`src/hw/rtl/gld_pkg.sv`:
```
// Shared types and constants for the lockout debounce event block.
`timescale 1ns / 1ps
package gld_pkg;

   localparam int PIN_COUNT_DEFAULT = 32;
   localparam int TIME_BITS_DEFAULT = 48;

   localparam int SAMPLE_BITS    = 48;
   localparam int LEVEL_BITS     = 32;
   localparam int PIN_INDEX_BITS = 5;
   localparam int CSR_INDEX_BITS = 2;
   localparam int CSR_DATA_BITS  = 32;
   localparam int QUEUE_DEPTH    = 2;

   localparam logic [CSR_INDEX_BITS-1:0] CSR_VALID_PINS     = 2'd0;
   localparam logic [CSR_INDEX_BITS-1:0] CSR_INPUT_REQUEST  = 2'd1;
   localparam logic [CSR_INDEX_BITS-1:0] CSR_OUTPUT_REQUEST = 2'd2;
   localparam logic [CSR_INDEX_BITS-1:0] CSR_LOCKOUT_TIME   = 2'd3;

   // one classified sample as it waits between front and back
   typedef struct packed {
      logic [SAMPLE_BITS-1:0] now;
      logic [LEVEL_BITS-1:0]  sampled;
   } item_type;

   typedef enum logic [1:0] {
      BK_IDLE,
      BK_SEEK,
      BK_CHECK,
      BK_FLUSH
   } back_state_type;

endpackage

```
`src/hw/rtl/gpio_lockout_debounce_events_top.sv`:
```
// Per-pin lockout debouncer with event output: top level.
`timescale 1ns / 1ps
// Each beat on req_ carries a timestamp and the raw levels of all pins. The front masks
// the levels to the monitored pins and drops the sample into a two-entry queue; the back
// compares it with the stable levels and visits each changed pin in ascending order: a
// change-time memory read in BK_SEEK, then the lockout compare and update in BK_CHECK. A
// sample is loaded in BK_IDLE; if it caused events, its final event, which carries
// rsp_last_event, leaves in BK_FLUSH. An event waiting on rsp_ready stalls the next pin
// update and the final release. A sample with no accepted change yields no beat. Pin
// mask writes on csr_ apply to samples accepted afterwards, lockout writes to pins checked
// afterwards. Configuration writes are meant to be issued only while the block is idle.
module gpio_lockout_debounce_events_top #(
   parameter int PIN_COUNT = gld_pkg::PIN_COUNT_DEFAULT,
   parameter int TIME_BITS = gld_pkg::TIME_BITS_DEFAULT
) (
   input  logic                                clock,
   input  logic                                reset,
   input  logic                                req_valid,
   output logic                                req_ready,
   input  logic [gld_pkg::SAMPLE_BITS-1:0]     req_sample_time,
   input  logic [gld_pkg::LEVEL_BITS-1:0]      req_pin_levels,
   output logic                                rsp_valid,
   input  logic                                rsp_ready,
   output logic [gld_pkg::PIN_INDEX_BITS-1:0]  rsp_pin_index,
   output logic                                rsp_pressed,
   output logic                                rsp_last_event,
   input  logic                                csr_wr_en,
   input  logic [gld_pkg::CSR_INDEX_BITS-1:0]  csr_index,
   input  logic [gld_pkg::CSR_DATA_BITS-1:0]   csr_wr_data
);
   import gld_pkg::*;

   item_type                 front_item;
   item_type                 q_data;
   logic [CSR_DATA_BITS-1:0] lockout_time;
   logic                     q_full;
   logic                     q_valid;
   logic                     q_pop;
   logic                     q_push;

   assign req_ready = !q_full;
   assign q_push    = req_valid && !q_full;

   gld_front #(
      .PIN_COUNT (PIN_COUNT)
   ) u_front (
      .clock           (clock),
      .reset           (reset),
      .csr_wr_en       (csr_wr_en),
      .csr_index       (csr_index),
      .csr_wr_data     (csr_wr_data),
      .req_sample_time (req_sample_time),
      .req_pin_levels  (req_pin_levels),
      .item            (front_item),
      .lockout_time    (lockout_time)
   );

   gld_fifo u_fifo (
      .clock     (clock),
      .reset     (reset),
      .push      (q_push),
      .push_data (front_item),
      .full      (q_full),
      .pop       (q_pop),
      .not_empty (q_valid),
      .pop_data  (q_data)
   );

   gld_back #(
      .PIN_COUNT (PIN_COUNT),
      .TIME_BITS (TIME_BITS)
   ) u_back (
      .clock          (clock),
      .reset          (reset),
      .q_valid        (q_valid),
      .q_data         (q_data),
      .q_pop          (q_pop),
      .lockout_time   (lockout_time),
      .rsp_valid      (rsp_valid),
      .rsp_ready      (rsp_ready),
      .rsp_pin_index  (rsp_pin_index),
      .rsp_pressed    (rsp_pressed),
      .rsp_last_event (rsp_last_event)
   );

   // the back never takes from an empty queue
   a_pop_nonempty: assert property (@(posedge clock) disable iff (reset)
      q_pop |-> q_valid)
      else $error("queue popped while empty");

   // events only name pins that exist
   a_pin_range: assert property (@(posedge clock) disable iff (reset)
      rsp_valid |-> ({1'b0, rsp_pin_index} < (PIN_INDEX_BITS+1)'(PIN_COUNT)))
      else $error("event for pin beyond pin count");

   // no event beat comes straight out of reset
   a_reset_quiet: assert property (@(posedge clock) disable iff (reset)
      $past(reset) |-> !rsp_valid)
      else $error("event valid right after reset");

endmodule

```
`src/hw/rtl/gld_front.sv`:
```
// Front end: configuration registers and masking of each sample to the monitored pins.
`timescale 1ns / 1ps
module gld_front #(
   parameter int PIN_COUNT = gld_pkg::PIN_COUNT_DEFAULT
) (
   input  logic                                clock,
   input  logic                                reset,
   input  logic                                csr_wr_en,
   input  logic [gld_pkg::CSR_INDEX_BITS-1:0]  csr_index,
   input  logic [gld_pkg::CSR_DATA_BITS-1:0]   csr_wr_data,
   input  logic [gld_pkg::SAMPLE_BITS-1:0]     req_sample_time,
   input  logic [gld_pkg::LEVEL_BITS-1:0]      req_pin_levels,
   output gld_pkg::item_type                   item,
   output logic [gld_pkg::CSR_DATA_BITS-1:0]   lockout_time
);
   import gld_pkg::*;

   localparam logic [LEVEL_BITS-1:0] PIN_MASK = {LEVEL_BITS{1'b1}} >> (LEVEL_BITS - PIN_COUNT);

   logic [LEVEL_BITS-1:0]    valid_pins_ff,  valid_pins_in;
   logic [LEVEL_BITS-1:0]    in_req_ff,      in_req_in;
   logic [LEVEL_BITS-1:0]    out_req_ff,     out_req_in;
   logic [CSR_DATA_BITS-1:0] lockout_ff,     lockout_in;
   logic [LEVEL_BITS-1:0]    outputs;
   logic [LEVEL_BITS-1:0]    monitored;

   always_comb begin
      valid_pins_in = valid_pins_ff;
      in_req_in     = in_req_ff;
      out_req_in    = out_req_ff;
      lockout_in    = lockout_ff;
      if (csr_wr_en) begin
         case (csr_index)
            CSR_VALID_PINS:     valid_pins_in = csr_wr_data;
            CSR_INPUT_REQUEST:  in_req_in     = csr_wr_data;
            CSR_OUTPUT_REQUEST: out_req_in    = csr_wr_data;
            CSR_LOCKOUT_TIME:   lockout_in    = csr_wr_data;
            default:            lockout_in    = lockout_ff;
         endcase
      end
   end

   always_ff @(posedge clock) begin
      if (reset) begin
         valid_pins_ff <= '0;
         in_req_ff     <= '0;
         out_req_ff    <= '0;
         lockout_ff    <= '0;
      end else begin
         valid_pins_ff <= valid_pins_in;
         in_req_ff     <= in_req_in;
         out_req_ff    <= out_req_in;
         lockout_ff    <= lockout_in;
      end
   end

   // input request wins over output request
   assign outputs   = out_req_ff & ~in_req_ff & valid_pins_ff;
   assign monitored = valid_pins_ff & ~outputs & PIN_MASK;

   assign item.now     = req_sample_time;
   assign item.sampled = req_pin_levels & monitored;
   assign lockout_time = lockout_ff;

endmodule

```
`src/hw/rtl/gld_fifo.sv`:
```
// Short queue of classified samples between front and back.
`timescale 1ns / 1ps
module gld_fifo (
   input  logic               clock,
   input  logic               reset,
   input  logic               push,
   input  gld_pkg::item_type  push_data,
   output logic               full,
   input  logic               pop,
   output logic               not_empty,
   output gld_pkg::item_type  pop_data
);
   import gld_pkg::*;

   localparam int QAW = $clog2(QUEUE_DEPTH);

   item_type         slots [QUEUE_DEPTH];
   logic [QAW-1:0]   wr_ptr_ff, wr_ptr_in;
   logic [QAW-1:0]   rd_ptr_ff, rd_ptr_in;
   logic [QAW:0]     count_ff,  count_in;

   assign full      = (count_ff == (QAW+1)'(QUEUE_DEPTH));
   assign not_empty = (count_ff != '0);
   assign pop_data  = slots[rd_ptr_ff];

   always_comb begin
      wr_ptr_in = wr_ptr_ff;
      rd_ptr_in = rd_ptr_ff;
      count_in  = count_ff;
      if (push) begin
         wr_ptr_in = wr_ptr_ff + 1'b1;
      end
      if (pop) begin
         rd_ptr_in = rd_ptr_ff + 1'b1;
      end
      if (push && !pop) begin
         count_in = count_ff + 1'b1;
      end else if (pop && !push) begin
         count_in = count_ff - 1'b1;
      end
   end

   always_ff @(posedge clock) begin
      if (reset) begin
         wr_ptr_ff <= '0;
         rd_ptr_ff <= '0;
         count_ff  <= '0;
      end else begin
         wr_ptr_ff <= wr_ptr_in;
         rd_ptr_ff <= rd_ptr_in;
         count_ff  <= count_in;
      end
   end

   always_ff @(posedge clock) begin
      if (push) begin
         slots[wr_ptr_ff] <= push_data;
      end
   end

endmodule

```
`src/hw/rtl/gld_back.sv`:
```
// Back end: walks the changed pins of one sample, applies lockout, emits events.
`timescale 1ns / 1ps
module gld_back #(
   parameter int PIN_COUNT = gld_pkg::PIN_COUNT_DEFAULT,
   parameter int TIME_BITS = gld_pkg::TIME_BITS_DEFAULT
) (
   input  logic                                 clock,
   input  logic                                 reset,
   input  logic                                 q_valid,
   input  gld_pkg::item_type                    q_data,
   output logic                                 q_pop,
   input  logic [gld_pkg::CSR_DATA_BITS-1:0]    lockout_time,
   output logic                                 rsp_valid,
   input  logic                                 rsp_ready,
   output logic [gld_pkg::PIN_INDEX_BITS-1:0]   rsp_pin_index,
   output logic                                 rsp_pressed,
   output logic                                 rsp_last_event
);
   import gld_pkg::*;

   localparam int TW        = (TIME_BITS < SAMPLE_BITS) ? TIME_BITS : SAMPLE_BITS;
   localparam int SW        = ((TW > CSR_DATA_BITS) ? TW : CSR_DATA_BITS) + 1;
   localparam int PW        = (PIN_COUNT > 1) ? $clog2(PIN_COUNT) : 1;
   localparam int MEM_DEPTH = 2 ** PW;
   localparam logic [LEVEL_BITS-1:0] PIN_MASK = {LEVEL_BITS{1'b1}} >> (LEVEL_BITS - PIN_COUNT);

   back_state_type            state_ff, state_in;
   logic [TW-1:0]             now_ff, now_in;
   logic [LEVEL_BITS-1:0]     samp_ff, samp_in;
   logic [LEVEL_BITS-1:0]     pend_ff, pend_in;
   logic [LEVEL_BITS-1:0]     stable_ff, stable_in;
   logic [PW-1:0]             pin_ff, pin_in;
   logic                      held_vld_ff, held_vld_in;
   logic [PW-1:0]             held_pin_ff, held_pin_in;
   logic                      held_prs_ff, held_prs_in;
   logic                      rsp_vld_ff, rsp_vld_in;
   logic [PIN_INDEX_BITS-1:0] rsp_pin_ff, rsp_pin_in;
   logic                      rsp_prs_ff, rsp_prs_in;
   logic                      rsp_last_ff, rsp_last_in;
   logic [MEM_DEPTH-1:0]      written_ff;
   logic                      rd_hit_ff;

   logic [TW-1:0]             times [MEM_DEPTH];
   logic [TW-1:0]             rd_data_ff;

   logic                      mem_re;
   logic                      mem_we;
   logic [PW-1:0]             first_pin;
   logic [TW-1:0]             last_change;
   logic                      passed;
   logic                      out_free;

   // lowest pending pin
   always_comb begin
      first_pin = '0;
      for (int i = PIN_COUNT - 1; i >= 0; i--) begin
         if (pend_ff[i]) begin
            first_pin = PW'(i);
         end
      end
   end

   // never-written entries read as the reset time of zero
   assign last_change = rd_hit_ff ? rd_data_ff : '0;
   assign passed      = (SW'(last_change) + SW'(lockout_time)) <= SW'(now_ff);
   assign out_free    = !rsp_vld_ff || rsp_ready;

   always_comb begin
      state_in    = state_ff;
      now_in      = now_ff;
      samp_in     = samp_ff;
      pend_in     = pend_ff;
      stable_in   = stable_ff;
      pin_in      = pin_ff;
      held_vld_in = held_vld_ff;
      held_pin_in = held_pin_ff;
      held_prs_in = held_prs_ff;
      rsp_vld_in  = rsp_vld_ff && !rsp_ready;
      rsp_pin_in  = rsp_pin_ff;
      rsp_prs_in  = rsp_prs_ff;
      rsp_last_in = rsp_last_ff;
      q_pop       = 1'b0;
      mem_re      = 1'b0;
      mem_we      = 1'b0;
      case (state_ff)
         BK_IDLE: begin
            if (q_valid) begin
               q_pop    = 1'b1;
               now_in   = q_data.now[TW-1:0];
               samp_in  = q_data.sampled;
               pend_in  = (stable_ff ^ q_data.sampled) & PIN_MASK;
               state_in = BK_SEEK;
            end
         end
         BK_SEEK: begin
            if (pend_ff == '0) begin
               state_in = held_vld_ff ? BK_FLUSH : BK_IDLE;
            end else begin
               mem_re   = 1'b1;
               pin_in   = first_pin;
               pend_in  = pend_ff & (pend_ff - 1'b1);
               state_in = BK_CHECK;
            end
         end
         BK_CHECK: begin
            if (!passed) begin
               state_in = BK_SEEK;
            end else if (!held_vld_ff || out_free) begin
               // a newer event exists, so the held one is not the last
               if (held_vld_ff) begin
                  rsp_vld_in  = 1'b1;
                  rsp_pin_in  = PIN_INDEX_BITS'(held_pin_ff);
                  rsp_prs_in  = held_prs_ff;
                  rsp_last_in = 1'b0;
               end
               held_vld_in = 1'b1;
               held_pin_in = pin_ff;
               held_prs_in = !samp_ff[pin_ff];
               stable_in   = stable_ff ^ (LEVEL_BITS'(1) << pin_ff);
               mem_we      = 1'b1;
               state_in    = BK_SEEK;
            end
         end
         BK_FLUSH: begin
            if (out_free) begin
               rsp_vld_in  = 1'b1;
               rsp_pin_in  = PIN_INDEX_BITS'(held_pin_ff);
               rsp_prs_in  = held_prs_ff;
               rsp_last_in = 1'b1;
               held_vld_in = 1'b0;
               state_in    = BK_IDLE;
            end
         end
         default: begin
            state_in = BK_IDLE;
         end
      endcase
   end

   always_ff @(posedge clock) begin
      if (reset) begin
         state_ff    <= BK_IDLE;
         stable_ff   <= '0;
         held_vld_ff <= 1'b0;
         rsp_vld_ff  <= 1'b0;
         written_ff  <= '0;
         rd_hit_ff   <= 1'b0;
      end else begin
         state_ff    <= state_in;
         stable_ff   <= stable_in;
         held_vld_ff <= held_vld_in;
         rsp_vld_ff  <= rsp_vld_in;
         if (mem_we) begin
            written_ff[pin_ff] <= 1'b1;
         end
         if (mem_re) begin
            rd_hit_ff <= written_ff[first_pin];
         end
      end
   end

   always_ff @(posedge clock) begin
      now_ff      <= now_in;
      samp_ff     <= samp_in;
      pend_ff     <= pend_in;
      pin_ff      <= pin_in;
      held_pin_ff <= held_pin_in;
      held_prs_ff <= held_prs_in;
      rsp_pin_ff  <= rsp_pin_in;
      rsp_prs_ff  <= rsp_prs_in;
      rsp_last_ff <= rsp_last_in;
   end

   // change-time memory, one write and one registered read per cycle
   always_ff @(posedge clock) begin
      if (mem_we) begin
         times[pin_ff] <= now_ff;
      end
      if (mem_re) begin
         rd_data_ff <= times[first_pin];
      end
   end

   assign rsp_valid      = rsp_vld_ff;
   assign rsp_pin_index  = rsp_pin_ff;
   assign rsp_pressed    = rsp_prs_ff;
   assign rsp_last_event = rsp_last_ff;

endmodule
```
`config.mk`:
```
export PLATFORM = sky130hd
export DESIGN_NAME = gpio_lockout_debounce_events_top
export DESIGN_NICKNAME = d
export VERILOG_FILES = /design/src/hw/rtl/gld_pkg.sv /design/src/hw/rtl/gpio_lockout_debounce_events_top.sv /design/src/hw/rtl/gld_front.sv /design/src/hw/rtl/gld_fifo.sv /design/src/hw/rtl/gld_back.sv
export SDC_FILE = /design/constraint.sdc
export NUM_CORES = 2
export LEC_CHECK = 0
export ABC_CLOCK_PERIOD_IN_PS = 8150
export BUFFER_PORTS_ARGS = -buffer_cell sky130_fd_sc_hd__buf_4
export CELL_PAD_IN_SITES_DETAIL_PLACEMENT = 1
export CELL_PAD_IN_SITES_GLOBAL_PLACEMENT = 1
export CORE_UTILIZATION = 48
export CTS_CLUSTER_SIZE = 28
export DETAILED_ROUTE_END_ITERATION = 12
export GPL_TIMING_DRIVEN = 0
export PLACE_DENSITY = 0.75
export SLEW_MARGIN = 30
export SYNTH_ARGS = -nofsm -noshare
export SYNTH_HDL_FRONTEND = slang
export SYNTH_SLANG_ARGS = --single-unit
```
`constraint.sdc`:
```
create_clock -name clock -period 8.15 [get_ports clock]
set_input_delay 1.63 -clock clock [delete_from_list [all_inputs] [get_ports clock]]
set_output_delay 1.63 -clock clock [all_outputs]
set_load 0.01 [all_outputs]
```
Word-level counts from Yosys, hierarchy flattened
Memory sizes are Yosys's and may differ from the RTL's. A register that Yosys moved wholly into a read port is not among the register bits. Index checks and enable logic that the tools add are counted.

Bits in registers: 331. Bits in writable memories: 1696. Input port bits: 119. Logic and storage cells: 180. Memories kept: 2.

Add/sub/neg operators: 6. Order comparisons: 4. Equality and inequality tests: 14. Shift operators: 1. Muxes and demuxes: 88. Bitwise logic cells: 11. Reduce and logical (&&, ||, !) cells: 32.

Memory list: u_back.times (depth 32, bits a word 48, read ports 1, clocked after memory_dff 1, write ports 1, line gld_back.sv:43) `logic [TW-1:0] times [MEM_DEPTH];`; u_fifo.slots (depth 2, bits a word 80, read ports 1, clocked after memory_dff 1, write ports 1, line gld_fifo.sv:17) `item_type slots [QUEUE_DEPTH];`.

Operators with widths (count): 2-to-1 mux 5 bit (36); bitwise AND 32 bit (5); 2-to-1 mux 32 bit (2); NOT 32 bit (2); case mux 32 bit (2 select lines) (1); bitwise XOR 32 bit (2); adder 48 x 32 -> 49 bit (1); less-or-equal comparator 49 x 48 -> 1 bit (1); 2-to-1 mux 48 bit (1); zero test 32 bit (1); OR 32 bit (1); << shifter 1 x 5 -> 32 bit, first input constant (1); subtractor 32 x 1 -> 32 bit, second input constant (1); 2-to-1 mux 1 bit (31); 2-to-1 mux 2 bit (8); less-than comparator 5 x 6 -> 1 bit, second input constant (2); AND reduction 2 bit (6); binary-select mux 1 bit (select 5 bit) (2); == test 2 bit, second input constant (5); case mux 5 bit (2 select lines) (1); AND reduction 3 bit (3); inequality test 2 x 1 -> 1 bit, second input constant (4); case mux 1 bit (2 select lines) (4); case mux 2 bit (4 select lines) (1); other kinds (16) (34).

Logic depth before layout (Yosys ltp)
Depth after elaboration: 34. Gate-level depth with buffers: 27. Depth with buffers taken out: 25.

Cells and area by module
A second synthesis with hierarchy kept.

Cell total of the unflattened synthesis: 5566. Area total of the unflattened synthesis: 85873.6 µm².

By module, submodules not included: gld_back (instances 1, cells an instance 4695, area an instance 74043.5 µm², seq. area each 52850.7 µm²); gld_fifo (instances 1, cells an instance 271, area an instance 6013.3 µm², seq. area each 4904.7 µm²); gld_front (instances 1, cells an instance 598, area an instance 5806.8 µm², seq. area each 2562.5 µm²); gpio_lockout_debounce_events_top (instances 1, cells an instance 2, area an instance 10.0 µm², seq. area each 0.0 µm²).

Worst setup path after synthesis
OpenSTA, ideal clock, no wires.

Kind: reg2reg. Start point: reg u_back.rd_hit_ff. End point: mem u_back.times[10][0] (netlist bit) (enable). Setup time: 0.520 ns. Arrival time: 8.443 ns. Data required time: 7.630 ns. Slack: -0.812 ns. Cell stages (with the launch flop): 22. Path buffers: 2. Period minus slack after synthesis: 8.962 ns. Cells stage by stage: dfxtp_1 clkbuf_1 clkbuf_1 and2_1 ha_1 a21o_1 a2111oi_4 o211a_1 o31ai_1 a221oi_1 a21oi_1 a21oi_1 nor4_1 xnor2_1 and2_1 ha_1 a2111oi_0 o21ai_0 a2111oi_0 a31o_2 nand4_1 nor3_1.

Cells in the longest elaborated chain, start to end: 7.

Ends and longest elaborated chain: start: declaration (line gld_back.sv:41) `logic rd_hit_ff;`; start signal: assignment (line gld_back.sv:157) `rd_hit_ff <= written_ff[first_pin];`; 2-to-1 mux 48 bit (line gld_back.sv:64) `assign last_change = rd_hit_ff ? rd_data_ff : '0;`; adder 48 x 32 -> 49 bit (line gld_back.sv:65) `assign passed = (SW'(last_change) + SW'(lockout_time)) <= SW'(now_ff);`; less-or-equal comparator 49 x 48 -> 1 bit (line gld_back.sv:65); 2-to-1 mux 1 bit (line gld_back.sv:106) `if (!passed) begin`; 2-to-1 mux 1 bit (line gld_back.sv:85) `case (state_ff)`; 2-to-1 mux 1 bit (line gld_back.sv:176) `if (mem_we) begin`; 2-to-1 mux 1 bit (implied by the code) (line gld_back.sv:177) `times[pin_ff] <= now_ff;`; end: declaration (line gld_back.sv:43).

Every way passes these cells.

Worst setup path after layout
Start point: reg u_back.rd_hit_ff. End point: mem u_back.times[14][22] (netlist bit) (enable).

The elaborated chain is that of the path after synthesis.

==> impl_results.md <==
- Delay-heaviest family, CP: buffers and inverters
- WP data arrival: 8.51 ns
- CP required: 8.71 ns
- Vias in the first global route: 59370
- Reg2reg start: u_back.rd_hit_ff
- Hold_buf cts: 0
- Post-Synth XOR/XNOR Area: 0.9820%
- Num rows: 153
- Initial antenna violation count: 7
- Worst Reg-to-Reg Cells: 30
- Pins over their slew limit: 0
- CTS buffer count: 210
- CTS tree: done
- Initial core utilization: 48.29%
- Final Non-Filler Cells: 9232
- Unique masters post-synth: 71
- Worst-Margin Slew: 1.092 ns
- Sink Count: 2076
- Period minus WS final: 7.958 ns
- WS Path Type: flop to flop
- Detailed Routing Iterations Pass 1: 7
- Status: finished clean
- Commonest cells post-synth: edfxtp_1, nand2_1, a211oi_1
- Die ar.: 176300 um2
- Leak: 32.69 nW
- VDD IR max: 0.3039 mV
- Max_cap viols: 0
- Post-Syn Nets: 6375
- Clk Tree Root Cell: clkbuf_16
- Post-synth EDFFs: 1874
- Cell mode on critical path: buf_4
- Syn avg cell area: 13.58 um2
- Synth Area in Simple Gates: 10.87%
- R2R Path End: u_back.times[14][22]
- Largest net degree at the start of global routing: 53
- I/O Pins: 128
- Startpoint type of the worst setup path: flop
- Adder-cell share of the synthesized area: 1.233%
- Setup violators final: 0
- Core Region: 173600 um2
- Critical Path End Type: flop
- Buffers on Ports: 127
- Final core occ: 56.30%
- Inst Count DP: 8787
- Final ANT Viol Nets: 0
- Worst setup margin: 0.1922 ns
- Skew-Pair Late Insertion Delay: 0.87 ns
- Synth Register Bits: 2076
- Flop2flop setup slack: 0.19 ns
- GRT Overall Usage: 32.34%
- Worst hold start: u_back.held_pin_ff[1]
- Worst-path clk slew: 0.06 ns
- Count leader, synth: edfxtp_1
- Die Span X: 419.9 um
- Worst Hold End: u_back.rsp_pin_index[1]
- CP max stage delay: 0.50 ns
- DRT Wirelength: 287.9 mm
- Ys Warns: 0
- Die Y: 419.9 um
- Synth top area share: 67.12%
- Layout area overhead: 16.60%
- H-tree depth: 4
- Dpl ws: -2.131 ns
- Cell Pwr Density: 400.2 nW/um2
- Peak Freq: 0.1257 GHz
- Gp weighted congestion: 0.9025
- Design Area, Final: 97750 um2
- Crit path max fanout: 10
- Via count: 57460
- Setup Skew: 0.03171 ns
- Endpoints failing hold: 0
- Remaining Overflow, GRT: 0
- Top FF cell, synth: edfxtp_1
- Final net count: 6915
- Slew headroom: 27.18%
- Worst hold path type: flop to flop
- Fill count: 16860
- Slowest cell on crit path: dfxtp_2
- Synth Instances: 6174
- RSZ-0062 raised after global routing: no
- Dominant cell type by area after synthesis: edfxtp_1
- DRC viols: 0
- Hold path cells: 0
- DP HPWL: 205.8 mm
- Tcrit/Tclk final: 97.64%
- Post-synthesis sequential area ratio: 71.94%
- Mux share of post-synthesis cell area: 1.616%
- DR iter-0 viols: 7338
- Mapped cell area: 83840 um2
- Maximum clock insertion buffer count: 3
- First-pass GRT wire length: 408.7 mm
- Vias per cell: 6.224
- FFs w/ async S/R, synth: 0%
- Area fraction in compound gates after synthesis: 10.73%
- Proportion of layout cells with a drive suffix above 1: 13.89%
- Synth area leaders: edfxtp_1, nand2_1, dfxtp_1
- Placed cell area: 90250 um2
- Buf/Inv on CP: 10
- Routed len/inst: 31.19 um
- Combinational family with the most area after synthesis: simple AND/OR/NAND/NOR gates
[routing by layer]
metal	GRT usage, %	vias up	part of all wire [%]
met3	5.615	644	8.9
met1	42.74	29570	39
met4	16.32	0	5.3
met2	51.51	2990	47
li1	-	24250	-
met5	0	-	0
[cell families after synthesis]
kind of cell,Yosys count
flops,2076
simple gates,1912
compound gates,1380
buf+inv,518
mux,112
xor+xnor,94
fa+ha+maj,82
[what timing repair did]
item | 4_1_cts | 5_1_grt
gates resized for setup | 39 | 14
endpoints found under the setup margin | 1617 | 1079
buffers inserted | 10 | 10
pin swaps | 7 | 9
[placed cells by master (no fill, tap or decap), types with 112 or more instances in the layout]
master	synthesis	routed
and2_1	333	333
clkbuf_1	312	325
edfxtp_1	1874	1874
dfxtp_1	202	201
a211oi_1	394	394
a31oi_1	391	389
clkbuf_16	0	212
a21oi_1	228	225
nand2_1	1131	1131
inv_1	130	112
o22ai_1	194	194
buf_4	19	229
[report_power, final]
part	internal, mW	switching [mW]
sequential	13.6	0.861
clock	5.39	4.24
combinational	4.37	10.6
[layout make-up]
cell class                 instances  area (um2)  share of cell area (%)
timing repair buffer             329        3729                   3.814
clock inverter                   132        1261                   1.290
tap                             2325        2909                   2.976
sequential                      2076       60320                   61.71
buffer                           386        1757                   1.797
clock buffer                     264        5554                   5.682
antenna                            9       22.52                 0.02304
multi-input combinational       3580       21600                   22.10
inverter                         131       601.8                  0.6157
[how the worst max path moves through the flow]
stage	endpoint	slack, ns	startpoint	cells past startpoint
detailed placement	u_back.times[26][15]	-2.13	u_back.rd_hit_ff	26
global placement	u_back.times[10][21]	-8.28	u_back.rd_hit_ff	21
CTS	u_back.times[14][24]	0.01	u_back.rd_hit_ff	30
floorplan	u_back.times[10][0]	-0.81	u_back.rd_hit_ff	21
global route	u_back.times[14][22]	0.03	u_back.rd_hit_ff	30
finish	u_back.times[14][22]	0.19	u_back.rd_hit_ff	30
[per-stage QoR]
stage          setup TNS, ns  power (mW)  hold WS, ns
2_1_floorplan        -319.53       22.22       0.4003
3_3_place_gp        -7443.67       27.98       0.4051
4_1_cts                    0       38.79       0.4262
3_5_place_dp        -2440.25       29.09       0.4102
6_report                   0       39.12       0.4227
5_1_grt                    0       40.21       0.4323
[state kept, by name, indices dropped and copies added (netlist names), 48 cells and up, named ones only]
signal,count
u_back.now_ff,48
u_back.rd_data_ff,48
u_back.times,1536
u_fifo.slots,160
Note: power is estimated with default switching activity, not from simulation.
